**src/rtl/core/rtp_hdr_pkg.sv**
```systemverilog
package rtp_hdr_pkg;

	localparam int unsigned MAX_PACKET_BYTES_DEF = 49152;
	localparam int unsigned COUNT_W = 16;
	localparam int unsigned SKIP_W = 19;
	localparam int unsigned IN_TDATA_W = 8;
	localparam int unsigned OUT_TDATA_W = 152;

	typedef enum logic [2:0] {
		ST_OK          = 3'd0,
		ST_SHORT       = 3'd1,
		ST_OVERSIZE    = 3'd2,
		ST_BAD_VERSION = 3'd3,
		ST_BAD_PADDING = 3'd4
	} status_t;

	typedef struct packed {
		logic [COUNT_W-1:0] count;
		logic [31:0]        first_word;
		logic [31:0]        time_word;
		logic [31:0]        source_word;
		logic [15:0]        ext_words;
		logic               ext_seen;
		logic               too_long;
	} pkt_state_t;

	// The first field sits in the lowest bits, so it is the last member here.
	typedef struct packed {
		logic [15:0]        payload_length;
		logic [15:0]        payload_offset;
		logic [SKIP_W-1:0]  header_skip;
		logic               has_extension;
		logic [3:0]         csrc_count;
		logic [31:0]        ssrc;
		logic [31:0]        timestamp;
		logic [15:0]        seq_num;
		logic [6:0]         payload_type;
		logic               marker;
		status_t            status;
	} result_t;

	localparam int unsigned RESULT_W = $bits(result_t);

endpackage

```
**src/rtl/core/rtp_hdr_accum.sv**
```systemverilog
module rtp_hdr_accum import rtp_hdr_pkg::*; #(
	parameter int unsigned MAX_PACKET_BYTES = MAX_PACKET_BYTES_DEF
) (
	input  logic       clk,
	input  logic       arst_n,
	input  logic       take,
	input  logic [7:0] data_byte,
	input  logic       last,
	output pkt_state_t nxt
);

	localparam logic [COUNT_W-1:0] MaxCount = COUNT_W'(MAX_PACKET_BYTES);

	pkt_state_t       state_q;
	logic [6:0]       ext_at;
	logic [COUNT_W-1:0] p;

	assign p = state_q.count;

	always_comb begin
		nxt = state_q;
		ext_at = '0;
		if (p >= MaxCount) begin
			nxt.too_long = 1'b1;
		end else begin
			if (p < COUNT_W'(4)) begin
				nxt.first_word = {state_q.first_word[23:0], data_byte};
			end else if (p < COUNT_W'(8)) begin
				nxt.time_word = {state_q.time_word[23:0], data_byte};
			end else if (p < COUNT_W'(12)) begin
				nxt.source_word = {state_q.source_word[23:0], data_byte};
			end
			ext_at = 7'd12 + {1'b0, nxt.first_word[27:24], 2'b00};
			if (p == COUNT_W'(ext_at) + COUNT_W'(2)) begin
				nxt.ext_words = {data_byte, 8'h00};
			end else if (p == COUNT_W'(ext_at) + COUNT_W'(3)) begin
				nxt.ext_words = {state_q.ext_words[15:8], data_byte};
				nxt.ext_seen = 1'b1;
			end
			nxt.count = p + COUNT_W'(1);
		end
	end

	always_ff @(posedge clk or negedge arst_n) begin
		if (!arst_n) begin
			state_q <= '0;
		end else if (take) begin
			state_q <= last ? '0 : nxt;
		end
	end

endmodule

```
**src/rtl/core/rtp_hdr_result.sv**
```systemverilog
module rtp_hdr_result import rtp_hdr_pkg::*; (
	input  pkt_state_t st,
	input  logic [7:0] final_byte,
	output result_t    res
);

	logic [7:0]         pad;
	logic [COUNT_W:0]   len_full;
	logic [COUNT_W-1:0] len;
	logic [SKIP_W-1:0]  skip;
	logic [6:0]         ext_end;
	logic [SKIP_W-1:0]  ext_bytes;

	always_comb begin
		res = '0;
		pad = st.first_word[29] ? final_byte : 8'h00;
		len_full = {1'b0, st.count} - {{(COUNT_W-7){1'b0}}, pad};
		len = len_full[COUNT_W-1:0];
		ext_end = 7'd16 + {1'b0, st.first_word[27:24], 2'b00};
		ext_bytes = {1'b0, st.ext_words, 2'b00};
		skip = SKIP_W'(12) + SKIP_W'({st.first_word[27:24], 2'b00});
		if (st.first_word[28]) begin
			skip = skip + SKIP_W'(4);
			if (st.ext_seen && (COUNT_W'(ext_end) <= len)) begin
				skip = skip + ext_bytes;
			end
		end

		if (!st.too_long && st.count < COUNT_W'(12)) begin
			res.status = ST_SHORT;
		end else if (st.too_long) begin
			res.status = ST_OVERSIZE;
		end else if (st.first_word[31:30] != 2'b10) begin
			res.status = ST_BAD_VERSION;
		end else begin
			res.marker = st.first_word[23];
			res.payload_type = st.first_word[22:16];
			res.seq_num = st.first_word[15:0];
			if (len_full[COUNT_W]) begin
				res.status = ST_BAD_PADDING;
			end else begin
				res.status = ST_OK;
				res.timestamp = st.time_word;
				res.ssrc = st.source_word;
				res.csrc_count = st.first_word[27:24];
				res.has_extension = st.first_word[28];
				res.header_skip = skip;
				res.payload_offset = (skip < SKIP_W'(len)) ? skip[COUNT_W-1:0] : len;
				res.payload_length = len;
			end
		end
	end

endmodule

```
**src/rtl/core/rtp_header_parser_unit.sv**
```systemverilog
// RTP fixed-header parser. Packet bytes enter on the slave stream one per transfer,
// with tlast on the final byte, and one result transfer leaves on the master stream
// per packet. A byte can be taken on every clock cycle; the result appears in the cycle
// after the final byte is taken. The input only stalls when a finished result is still
// waiting on the master side and the next final byte needs the result register.
// Bytes beyond MAX_PACKET_BYTES are dropped and flag the packet as oversize.
module rtp_header_parser_unit import rtp_hdr_pkg::*; #(
	parameter int unsigned MAX_PACKET_BYTES = MAX_PACKET_BYTES_DEF
) (
	input  logic                   clk,
	input  logic                   arst_n,
	input  logic                   s_tvalid,
	output logic                   s_tready,
	input  logic [IN_TDATA_W-1:0]  s_tdata,  // data_byte
	input  logic                   s_tlast,
	output logic                   m_tvalid,
	input  logic                   m_tready,
	// status, marker, payload_type, seq_num, timestamp, ssrc, csrc_count,
	// has_extension, header_skip, payload_offset, payload_length, zero fill
	output logic [OUT_TDATA_W-1:0] m_tdata
);

	logic       valid_s1;
	logic [7:0] byte_s1;
	logic       last_s1;
	logic       out_free;
	logic       take;
	pkt_state_t nxt;
	result_t    res;
	result_t    res_q;
	logic       m_tvalid_q;

	assign out_free = !m_tvalid_q || m_tready;
	assign take = valid_s1 && (!last_s1 || out_free);
	assign s_tready = !valid_s1 || take;

	always_ff @(posedge clk or negedge arst_n) begin
		if (!arst_n) begin
			valid_s1 <= 1'b0;
		end else if (s_tready) begin
			valid_s1 <= s_tvalid;
		end
	end

	always_ff @(posedge clk) begin
		if (s_tvalid && s_tready) begin
			byte_s1 <= s_tdata[7:0];
			last_s1 <= s_tlast;
		end
	end

	rtp_hdr_accum #(
		.MAX_PACKET_BYTES(MAX_PACKET_BYTES)
	) u_accum (
		.clk(clk),
		.arst_n(arst_n),
		.take(take),
		.data_byte(byte_s1),
		.last(last_s1),
		.nxt(nxt)
	);

	rtp_hdr_result u_result (
		.st(nxt),
		.final_byte(byte_s1),
		.res(res)
	);

	always_ff @(posedge clk or negedge arst_n) begin
		if (!arst_n) begin
			m_tvalid_q <= 1'b0;
		end else if (take && last_s1) begin
			m_tvalid_q <= 1'b1;
		end else if (m_tready) begin
			m_tvalid_q <= 1'b0;
		end
	end

	always_ff @(posedge clk) begin
		if (take && last_s1) begin
			res_q <= res;
		end
	end

	assign m_tvalid = m_tvalid_q;
	assign m_tdata = {{(OUT_TDATA_W-RESULT_W){1'b0}}, res_q};

endmodule

```
**config.mk**
```make
export PLATFORM = sky130hd
export DESIGN_NAME = rtp_header_parser_unit
export DESIGN_NICKNAME = d
export VERILOG_FILES = /design/src/rtl/core/rtp_hdr_pkg.sv /design/src/rtl/core/rtp_hdr_accum.sv /design/src/rtl/core/rtp_hdr_result.sv /design/src/rtl/core/rtp_header_parser_unit.sv
export SDC_FILE = /design/constraint.sdc
export NUM_CORES = 1
export LEC_CHECK = 0
export BUFFER_PORTS_ARGS = -buffer_cell sky130_fd_sc_hd__buf_4
export CAP_MARGIN = 10
export CELL_PAD_IN_SITES_DETAIL_PLACEMENT = 0
export CELL_PAD_IN_SITES_GLOBAL_PLACEMENT = 1
export CORE_MARGIN = 2
export CORE_UTILIZATION = 25
export DETAILED_ROUTE_END_ITERATION = 7
export GPL_TIMING_DRIVEN = 0
export PLACE_DENSITY_LB_ADDON = 0.1
export SLEW_MARGIN = 25
export SYNTH_ARGS = -nofsm -noshare
export SYNTH_HDL_FRONTEND = slang
export SYNTH_SLANG_ARGS = --single-unit
```
**constraint.sdc**
```tcl
create_clock -name clk -period 9.5 [get_ports clk]
set_input_delay 0 -clock clk [delete_from_list [all_inputs] [get_ports clk]]
set_output_delay 0 -clock clk [all_outputs]
set_load 0.02 [all_outputs]
```
==> summary.txt, run 1 <==
Cells and area
  • Area growth from synthesis to final layout: 24.44%
  • Fraction of final layout cells sized beyond drive strength 1: 18.19%
  • Leading cell type in the layout, fill and taps excluded: sky130_fd_sc_hd__nand2_1
  • Top library cells by usage in the layout, fill and taps aside: sky130_fd_sc_hd__nand2_1 (259), sky130_fd_sc_hd__buf_4 (169), sky130_fd_sc_hd__edfxtp_1 (154)
  • Ant diodes: 0
  • Filler instances: 5903
  • NumNets Final: 1625
  • Final cell area excluding filler cells: 17920 um^2

Power
  • Peak ir drop on the vdd network: 98.04 uV
  • Power per cell area: 190.2 nW/um^2
  • Static power due to leakage: 0.007000 uW

Worst setup path
  • Slowest stage cell on the critical path: sky130_fd_sc_hd__clkbuf_1
  • Sort of element at the end of the critical path: flip-flop
  • Sort of element at the start of the critical path: flip-flop
  • Worst reg-to-reg setup slack: 0.67 ns
  • Crit-path max cell delay: 0.47 ns
  • Number of cells traversed by the worst register-to-register path: 36
  • Required time reported for the critical path endpoint: 9.77 ns
  • Arrival time worst endpoint: 9.11 ns
  • CP max FO: 10
  • Critical path class: reg -> reg
  • CP most frequent cell: sky130_fd_sc_hd__nand2_1

Place
  • Placer congestion estimate: 0.8371
  • Post-placement cell area: 16640 um^2
  • Total of buffers placed on input and output ports: 159
  • HPWL Detailed: 35.30 mm

Synth
  • FFs w/ async S/R, synth: 46.15%
  • Sequential element share of the synthesized area: 55.04%
  • Count of yosys warnings during synthesis: 0
  • Number of synthesized register bits: 286
  • Cells taking the most area after synthesis: sky130_fd_sc_hd__edfxtp_1 (32%), sky130_fd_sc_hd__dfrtp_1 (23%), sky130_fd_sc_hd__nand2_1 (6.8%), sky130_fd_sc_hd__a22o_1 (5.9%), sky130_fd_sc_hd__a21oi_1 (3.8%)
  • Post-synthesis cell count: 1352
  • Synth area leader: sky130_fd_sc_hd__edfxtp_1
  • Synthesized area per cell: 10.65 um^2
  • Fraction of post-synthesis cell area in the top cell type by area: 32.11%
  • Cell Area, Synth: 14400 um^2
  • Post-synth EDFFs: 154
  • Most used flip-flop cell after synthesis: sky130_fd_sc_hd__edfxtp_1
  • Number of distinct library cells after synthesis: 88

Min path
  • HP Class: in -> async

Global routing
  • Total global routing track utilization: 16.22%
  • Initial antenna violation count: 0
  • Overflow left after global routing: 0
  • Global-route wire length before repair: 73.07 mm
  • Pin count of the biggest net entering global routing: 97
  • Via count of the first global-routing pass: 11200

STA
  • Shortest clock period the worst path allows after layout: 8.833 ns
  • Clock Skews: 0.02518 ns
  • RSZ-0062 raised after global routing: no
  • Worst slew slack as a fraction of its limit: 33.37%
  • Final count of pins violating max slew: 0
  • Pin slew with the least headroom to its limit: 0.9958 ns
  • Final cycle utilization of the critical path: 92.98%
  • Post-Route Setup TNS: 0 ns
  • Highest clock frequency the design can meet: 113.2 MHz
  • Final hold vios: 0
  • Number of failing setup endpoints in the final timing report: 0

Clocking
  • Clock transition at the registers of the reported paths: 0.06 ns
  • CTS Buf Count: 37
  • H-Tree Level Count: 2
  • Source-to-sink clock delay at the later pin of the worst-skew pair: 0.55 ns
  • Clock sink count: 286
  • Clock tree from TritonCTS: yes
  • Setup fix buffers added after clock tree synthesis: 0
  • Buffer cell driving the clock tree root: sky130_fd_sc_hd__clkbuf_16
  • Maximum clock path buffer count: 3

Floorplanning
  • Number of placement rows: 87
  • Die height: 244.0 um
  • DIE AREA: 59550 um^2
  • Effective utilization at floorplan: 25.40%
  • Area of the placeable core: 56710 um^2
  • I/O pin count: 167
  • Chip width: 244.0 um

Drt
  • Final routed wire length divided by cell count: 20.73 um
  • Number of nets with antenna violations after detailed routing: 0
  • Vias after detailed routing: 11140
  • Number of iterations in the first detailed-routing pass: 5
  • Via/cell ratio: 4.730
  • Final routed wirelength across all metal layers: 48.85 mm
  • Count of routing violations after the opening detailed-route iteration: 714
  • DRC violation count after routing: 0

Status
  • Outcome: finished, final reports clean

Run
  • Number of maximum-capacitance constraint violations: 0
-- logic make-up (layout without fill, tap and decap cells) --
| logic type | count (synthesis) | in the layout | share of synthesized area (%) |
|---|---|---|---|
| AOI/OAI and AO/OA | 350 | 350 | 16.91 |
| other | 1 | 7 | 0.02604 |
| and+or+nand+nor | 484 | 484 | 15.62 |
| DFF | 286 | 286 | 55.04 |
| buffers and inverters | 125 | 367 | 4.126 |
| xor gates and xnor gates | 42 | 42 | 2.710 |
| adders and majority gates | 40 | 40 | 3.579 |
| muxes | 24 | 24 | 1.989 |
-- power breakdown --
group	internal [uW]	switching [uW]	total, uW
sequential	1360	48.3	1410
clock	779	560	1340
combinational	226	435	661
-- cells in the mapped netlist, types with 3 or more instances --
cell type / instances
sky130_fd_sc_hd__a21o_1: 11
sky130_fd_sc_hd__a21oi_1: 108
sky130_fd_sc_hd__a22o_1: 97
sky130_fd_sc_hd__a22oi_1: 3
sky130_fd_sc_hd__and2_1: 12
sky130_fd_sc_hd__and3_1: 9
sky130_fd_sc_hd__and4_1: 3
sky130_fd_sc_hd__buf_1: 6
sky130_fd_sc_hd__buf_2: 6
sky130_fd_sc_hd__buf_4: 11
sky130_fd_sc_hd__buf_6: 10
sky130_fd_sc_hd__clkbuf_1: 62
sky130_fd_sc_hd__dfrtp_1: 132
sky130_fd_sc_hd__edfxtp_1: 154
sky130_fd_sc_hd__ha_1: 38
sky130_fd_sc_hd__inv_1: 29
sky130_fd_sc_hd__mux2_2: 4
sky130_fd_sc_hd__mux2_4: 8
sky130_fd_sc_hd__mux2i_1: 11
sky130_fd_sc_hd__nand2_1: 259
sky130_fd_sc_hd__nand2b_1: 14
sky130_fd_sc_hd__nand3_1: 23
sky130_fd_sc_hd__nand3b_1: 5
sky130_fd_sc_hd__nand4_1: 18
sky130_fd_sc_hd__nor2_1: 81
sky130_fd_sc_hd__nor2b_1: 11
sky130_fd_sc_hd__nor3_1: 16
sky130_fd_sc_hd__nor4_1: 3
sky130_fd_sc_hd__o21a_1: 9
sky130_fd_sc_hd__o21ai_0: 56
sky130_fd_sc_hd__o21ai_1: 7
sky130_fd_sc_hd__o21bai_1: 4
sky130_fd_sc_hd__o31a_1: 3
sky130_fd_sc_hd__o31ai_1: 14
sky130_fd_sc_hd__or2_2: 4
sky130_fd_sc_hd__or3_1: 3
sky130_fd_sc_hd__xnor2_1: 26
sky130_fd_sc_hd__xor2_1: 14
-- final timing paths --
kind | startpoint | endpoint
worst max-delay path | u_accum.p[11]$_DFFE_PN0P_ | m_tdata[123]$_SDFFCE_PP0P_
worst min-delay path | arst_n | u_accum.state_q[97]$_DFFE_PN0P_
worst max register to register | u_accum.p[11]$_DFFE_PN0P_ | m_tdata[123]$_SDFFCE_PP0P_
worst min register to register | u_accum.state_q[0]$_DFFE_PN0P_ | u_accum.state_q[0]$_DFFE_PN0P_
max in group asynchronous | arst_n | u_accum.state_q[48]$_DFFE_PN0P_
min in group clk | s_tdata[6] | byte_s1[6]$_DFFE_PP_
-- worst max-delay path: cells and delay by family (launching register included) --
| family | cells | cell delay (ns) |
|---|---|---|
| and+or+nand+nor | 10 | 1.79 |
| muxes | 1 | 0.30 |
| buffers and inverters | 5 | 1.24 |
| AOI/OAI and AO/OA | 14 | 3.17 |
| DFF | 1 | 0.35 |
| xor gates and xnor gates | 2 | 0.43 |
| adders and majority gates | 4 | 1.24 |
-- state kept, by name, indices dropped and copies added (netlist names) --
name,count
u_accum.p,16
last_s1,1
m_tvalid,1
u_accum.state_q,114
byte_s1,8
m_tdata,145
valid_s1,1
-- stage by stage --
stage | power [uW] | hold slack [ns] | setup WS (ns) | std cells | utilization (%)
2_1_floorplan | 1829 | -0.2956 | 2.312 | 1358 | -
3_3_place_gp | 2093 | 0.1846 | 0.6340 | 2273 | 29.21
3_5_place_dp | 2087 | -0.01994 | 0.6882 | 2275 | 29.34
4_1_cts | 3462 | 0.04194 | 0.5631 | 2356 | 31.60
5_1_grt | 3575 | 0.06528 | 0.05810 | 2356 | 31.60
6_report | 3408 | 0.03533 | 0.6673 | 2356 | 31.60
-- per-layer routing --
layer  vias to the layer above  routed length (um)  GRT usage [%]
li1                       5320                   -              -
met1                      5576               22940          22.37
met2                       194               23270          26.45
met3                        54                1636          2.546
met4                         0                1010          4.214
met5                         -                   0              0
-- area by class of cell --
cell class                      instances  area, um^2  area share (%)
Tap cell                              756       945.9           5.278
Sequential cell                       286        7928           44.23
Timing Repair Buffer                  175        1414           7.889
Multi-Input combinational cell        947        5907           32.96
Inverter                               29       116.4          0.6493
Buffer                                 96       485.5           2.709
Clock inverter                         18       155.1          0.8657
Clock buffer                           49       970.9           5.417
-- what timing repair did --
item,4_1_cts,5_1_grt
endpoints found under the hold margin,143,0
gates resized for setup,0,0
endpoints found under the setup margin,0,0
hold buffers,14,0
(Power assumes the default switching activity.)
==> run 2, diff against run 1 <==
Settings changed: SETUP_SLACK_MARGIN set to 0.02, SYNTH_HIERARCHICAL set to 1.
==> run 2 against run 1 <==
  * Count of clock-buffer cells in the layout did not move
  * First-iteration DRC count decreased by 32%
  * Critical path depth fell by 3
  * Register-to-register slack improved by 0.36 ns
  * Sequential share of layout area is 1.2 points lower
  * Worst setup slack improved by 0.36 ns
  * Critical endpoint is now m_tdata[120]$_DFFE_PP_
  * Largest cell class unchanged
==> summary.txt, run 2 <==
Status
  • Outcome: finished, final reports clean

Worst setup path
  • Sort of element at the start of the critical path: flip-flop
  • CP most frequent cell: sky130_fd_sc_hd__ha_1
  • Arrival time worst endpoint: 8.74 ns
  • Sort of element at the end of the critical path: flip-flop
  • Critical path class: reg -> reg
  • Crit-path max cell delay: 0.56 ns
  • CP max FO: 10
  • Critical path buffers and inverters: 5
  • Slowest stage cell on the critical path: sky130_fd_sc_hd__a2111oi_4
  • Family of cells with the greatest summed delay on the critical path: compound AO/OA/AOI/OAI gates
  • Required time reported for the critical path endpoint: 9.76 ns

Drt
  • Count of routing violations after the opening detailed-route iteration: 483
  • Final routed wirelength across all metal layers: 46.63 mm
  • Number of nets with antenna violations after detailed routing: 0
  • Number of iterations in the first detailed-routing pass: 5
  • Vias after detailed routing: 10510
  • Via/cell ratio: 4.668
  • Final routed wire length divided by cell count: 20.72 um
  • DRC violation count after routing: 0

Clocking
  • Buffer cell driving the clock tree root: sky130_fd_sc_hd__clkbuf_16
  • Maximum clock path buffer count: 3
  • Clock transition at the registers of the reported paths: 0.06 ns
  • CTS Buf Count: 36
  • Number of cells upsized or downsized after cts: 0
  • Source-to-sink clock delay at the later pin of the worst-skew pair: 0.56 ns
  • Cts-stage hold buffer count: 15
  • Clock tree from TritonCTS: yes
  • H-Tree Level Count: 2
  • Setup fix buffers added after clock tree synthesis: 0
  • Clock sink count: 288

Global routing
  • Total global routing track utilization: 15.35%
  • Global-route wire length before repair: 70.12 mm
  • Pin count of the biggest net entering global routing: 74
  • Overflow left after global routing: 0
  • Initial antenna violation count: 1
  • Via count of the first global-routing pass: 10940

Floorplanning
  • DIE AREA: 61350 um^2
  • Chip width: 247.7 um
  • I/O pin count: 167
  • Area of the placeable core: 58910 um^2
  • Effective utilization at floorplan: 25.20%
  • Number of placement rows: 89
  • Die height: 247.7 um

Synth
  • Xor and xnor fraction of the mapped netlist area: 2.714%
  • Number of synthesized register bits: 288
  • Count of yosys warnings during synthesis: 6
  • FFs w/ async S/R, synth: 45.83%
  • Combinational family with the most area after synthesis: simple AND/OR/NAND/NOR gates
  • Synth area leader: sky130_fd_sc_hd__edfxtp_1
  • Share of synthesized cell area in full adder, half adder and majority cells: 3.641%
  • Number of distinct library cells after synthesis: 91
  • Fraction of post-synthesis cell area in the top cell type by area: 31.55%
  • Commonest cells in the synthesized netlist: sky130_fd_sc_hd__edfxtp_1 (156), sky130_fd_sc_hd__dfrtp_1 (132), sky130_fd_sc_hd__a22o_1 (115)
  • Post-synth EDFFs: 156
  • Most used flip-flop cell after synthesis: sky130_fd_sc_hd__edfxtp_1
  • Cells taking the most area after synthesis: sky130_fd_sc_hd__edfxtp_1 (32%), sky130_fd_sc_hd__dfrtp_1 (22%), sky130_fd_sc_hd__mux2_2 (7.3%), sky130_fd_sc_hd__a22o_1 (6.8%), sky130_fd_sc_hd__and2_1 (3.4%)
  • Synthesized area per cell: 12.13 um^2
  • Multiplexer area fraction after synthesis: 8.149%
  • Sequential element share of the synthesized area: 53.80%
  • Cell Area, Synth: 14850 um^2
  • Simple logic cell fraction of the synthesized area: 14.24%
  • Post-synthesis cell count: 1224
  • Most repeated cell in the gate-level netlist after synthesis: sky130_fd_sc_hd__edfxtp_1
  • Area fraction in compound gates after synthesis: 14.24%

Power
  • Power per cell area: 188.7 nW/um^2
  • Peak ir drop on the vdd network: 104.4 uV
  • Static power due to leakage: 0.007763 uW

Place
  • Cell Count Post-Placement: 2170
  • Placer congestion estimate: 0.7810
  • HPWL Detailed: 33.21 mm
  • Total of buffers placed on input and output ports: 161
  • Place WS: 1.000 ns

STA
  • RSZ-0062 raised after global routing: no
  • Pin slew with the least headroom to its limit: 0.9566 ns
  • Post-Route Setup TNS: 0 ns
  • Final hold vios: 0
  • Final cycle utilization of the critical path: 89.24%
  • Worst slew slack as a fraction of its limit: 35.64%
  • Number of failing setup endpoints in the final timing report: 0
  • Worst Slack Setup Final: 1.022 ns
  • Final count of pins violating max slew: 0
  • Shortest clock period the worst path allows after layout: 8.478 ns
  • Highest clock frequency the design can meet: 118.0 MHz
  • Clock Skews: 0.02751 ns

Run
  • Number of maximum-capacitance constraint violations: 0

Cells and area
  • Ant diodes: 0
  • Fraction of final layout cells sized beyond drive strength 1: 25.91%
  • Area growth from synthesis to final layout: 25.11%
  • Leading cell type in the layout, fill and taps excluded: sky130_fd_sc_hd__buf_4
  • Top library cells by usage in the layout, fill and taps aside: sky130_fd_sc_hd__buf_4 (169), sky130_fd_sc_hd__edfxtp_1 (156), sky130_fd_sc_hd__dfrtp_1 (132)
  • Non-filler instance count after layout: 2251
  • Flip-flop count of the largest register after layout: 147
  • NumNets Final: 1505

Min path
  • HP Class: in -> reg
[run 2: cell count changes after synthesis, moves of 9 or more]
cell and change:
sky130_fd_sc_hd__nand2_1 -208, sky130_fd_sc_hd__mux2_2 +92, sky130_fd_sc_hd__a21oi_1 -73, sky130_fd_sc_hd__and2_1 +69
sky130_fd_sc_hd__o21ai_0 -24, sky130_fd_sc_hd__and3_1 +23, sky130_fd_sc_hd__a22o_1 +18, sky130_fd_sc_hd__o31ai_1 -11
sky130_fd_sc_hd__clkbuf_1 -9, sky130_fd_sc_hd__inv_1 -9, sky130_fd_sc_hd__mux2i_1 -9, sky130_fd_sc_hd__o22ai_2 +9
[run 2: cells by family (layout without fill, tap and decap cells)]
| logic type | after synthesis | after routing |
|---|---|---|
| other cells | 2 | 7 |
| flops | 288 | 288 |
| compound gates | 262 | 262 |
| buf+inv | 101 | 350 |
| mux | 107 | 107 |
| xor+xnor | 46 | 46 |
| fa+ha+maj | 42 | 42 |
| simple gates | 376 | 376 |
[run 2: final timing paths]
kind | depth (start not counted) | startpoint | slack (ns) | to
setup / recovery | 33 | u_accum/p[7]$_DFFE_PN0P_ | 1.02 | m_tdata[120]$_DFFE_PP_
hold / removal | 2 | s_tdata[4] | 0.16 | byte_s1[4]$_DFFE_PP_
setup reg to reg | 33 | u_accum/p[7]$_DFFE_PN0P_ | 1.02 | m_tdata[120]$_DFFE_PP_
hold reg to reg | 1 | u_accum/state_q[81]$_DFFE_PN0P_ | 0.50 | u_accum/state_q[81]$_DFFE_PN0P_
max in group asynchronous | 4 | arst_n | 8.37 | u_accum/state_q[3]$_DFFE_PN0P_
min in group asynchronous | 3 | arst_n | 0.45 | u_accum/state_q[93]$_DFFE_PN0P_
[run 2: report_power, final]
| group | internal [uW] | total (uW) | switching, uW |
|---|---|---|---|
| clock | 816 | 1390 | 576 |
| combinational | 259 | 687 | 428 |
| sequential | 1380 | 1430 | 50.0 |
| total | 2450 | 3510 | 1050 |
[run 2: per-stage QoR]
| stage | power, uW | hold slack [ns] | util [%] | area, um^2 |
|---|---|---|---|---|
| after global placement | 2148 | 0.1807 | 28.93 | 17040 |
| after detailed placement | 2146 | -0.01866 | 29.23 | 17220 |
| after floorplan | 1891 | -0.2956 | - | 14870 |
| after global routing | 3695 | 0.1468 | 31.53 | 18570 |
| after CTS | 3582 | 0.1258 | 31.53 | 18570 |
| final | 3506 | 0.1621 | 31.53 | 18570 |
[run 2: layer usage]
metal | global-route usage [%] | vias up | part of all wire (%)
met4 | 4.509 | 0 | 2.4
met2 | 25.32 | 180 | 48
li1 | - | 5012 | -
met5 | 0 | - | 0
met3 | 2.703 | 62 | 3.6
met1 | 20.54 | 5253 | 46
[run 2: worst register-to-register path: cells and delay by family (launching register included)]
kind                     cells  cell delay [ns]
multiplexers                 2             0.76
XOR/XNOR                     1             0.39
AO/OA/AOI/OAI               10             2.20
adder cells (fa/ha/maj)      4             1.23
buffers and inverters        5             1.42
AND/OR/NAND/NOR             11             1.85
flip-flops                   1             0.32
[run 2: area by class of cell]
type / count / area (um^2)
fillers: 5983 / 40330
flip-flops and latches: 288 / 7988
multi-input cells: 840 / 6416
repair buffers: 183 / 1539
clock buffers: 49 / 1020
well taps: 773 / 967.2
plain buffers: 81 / 394.1
clock inverters: 17 / 175.2
inverters: 20 / 75.07
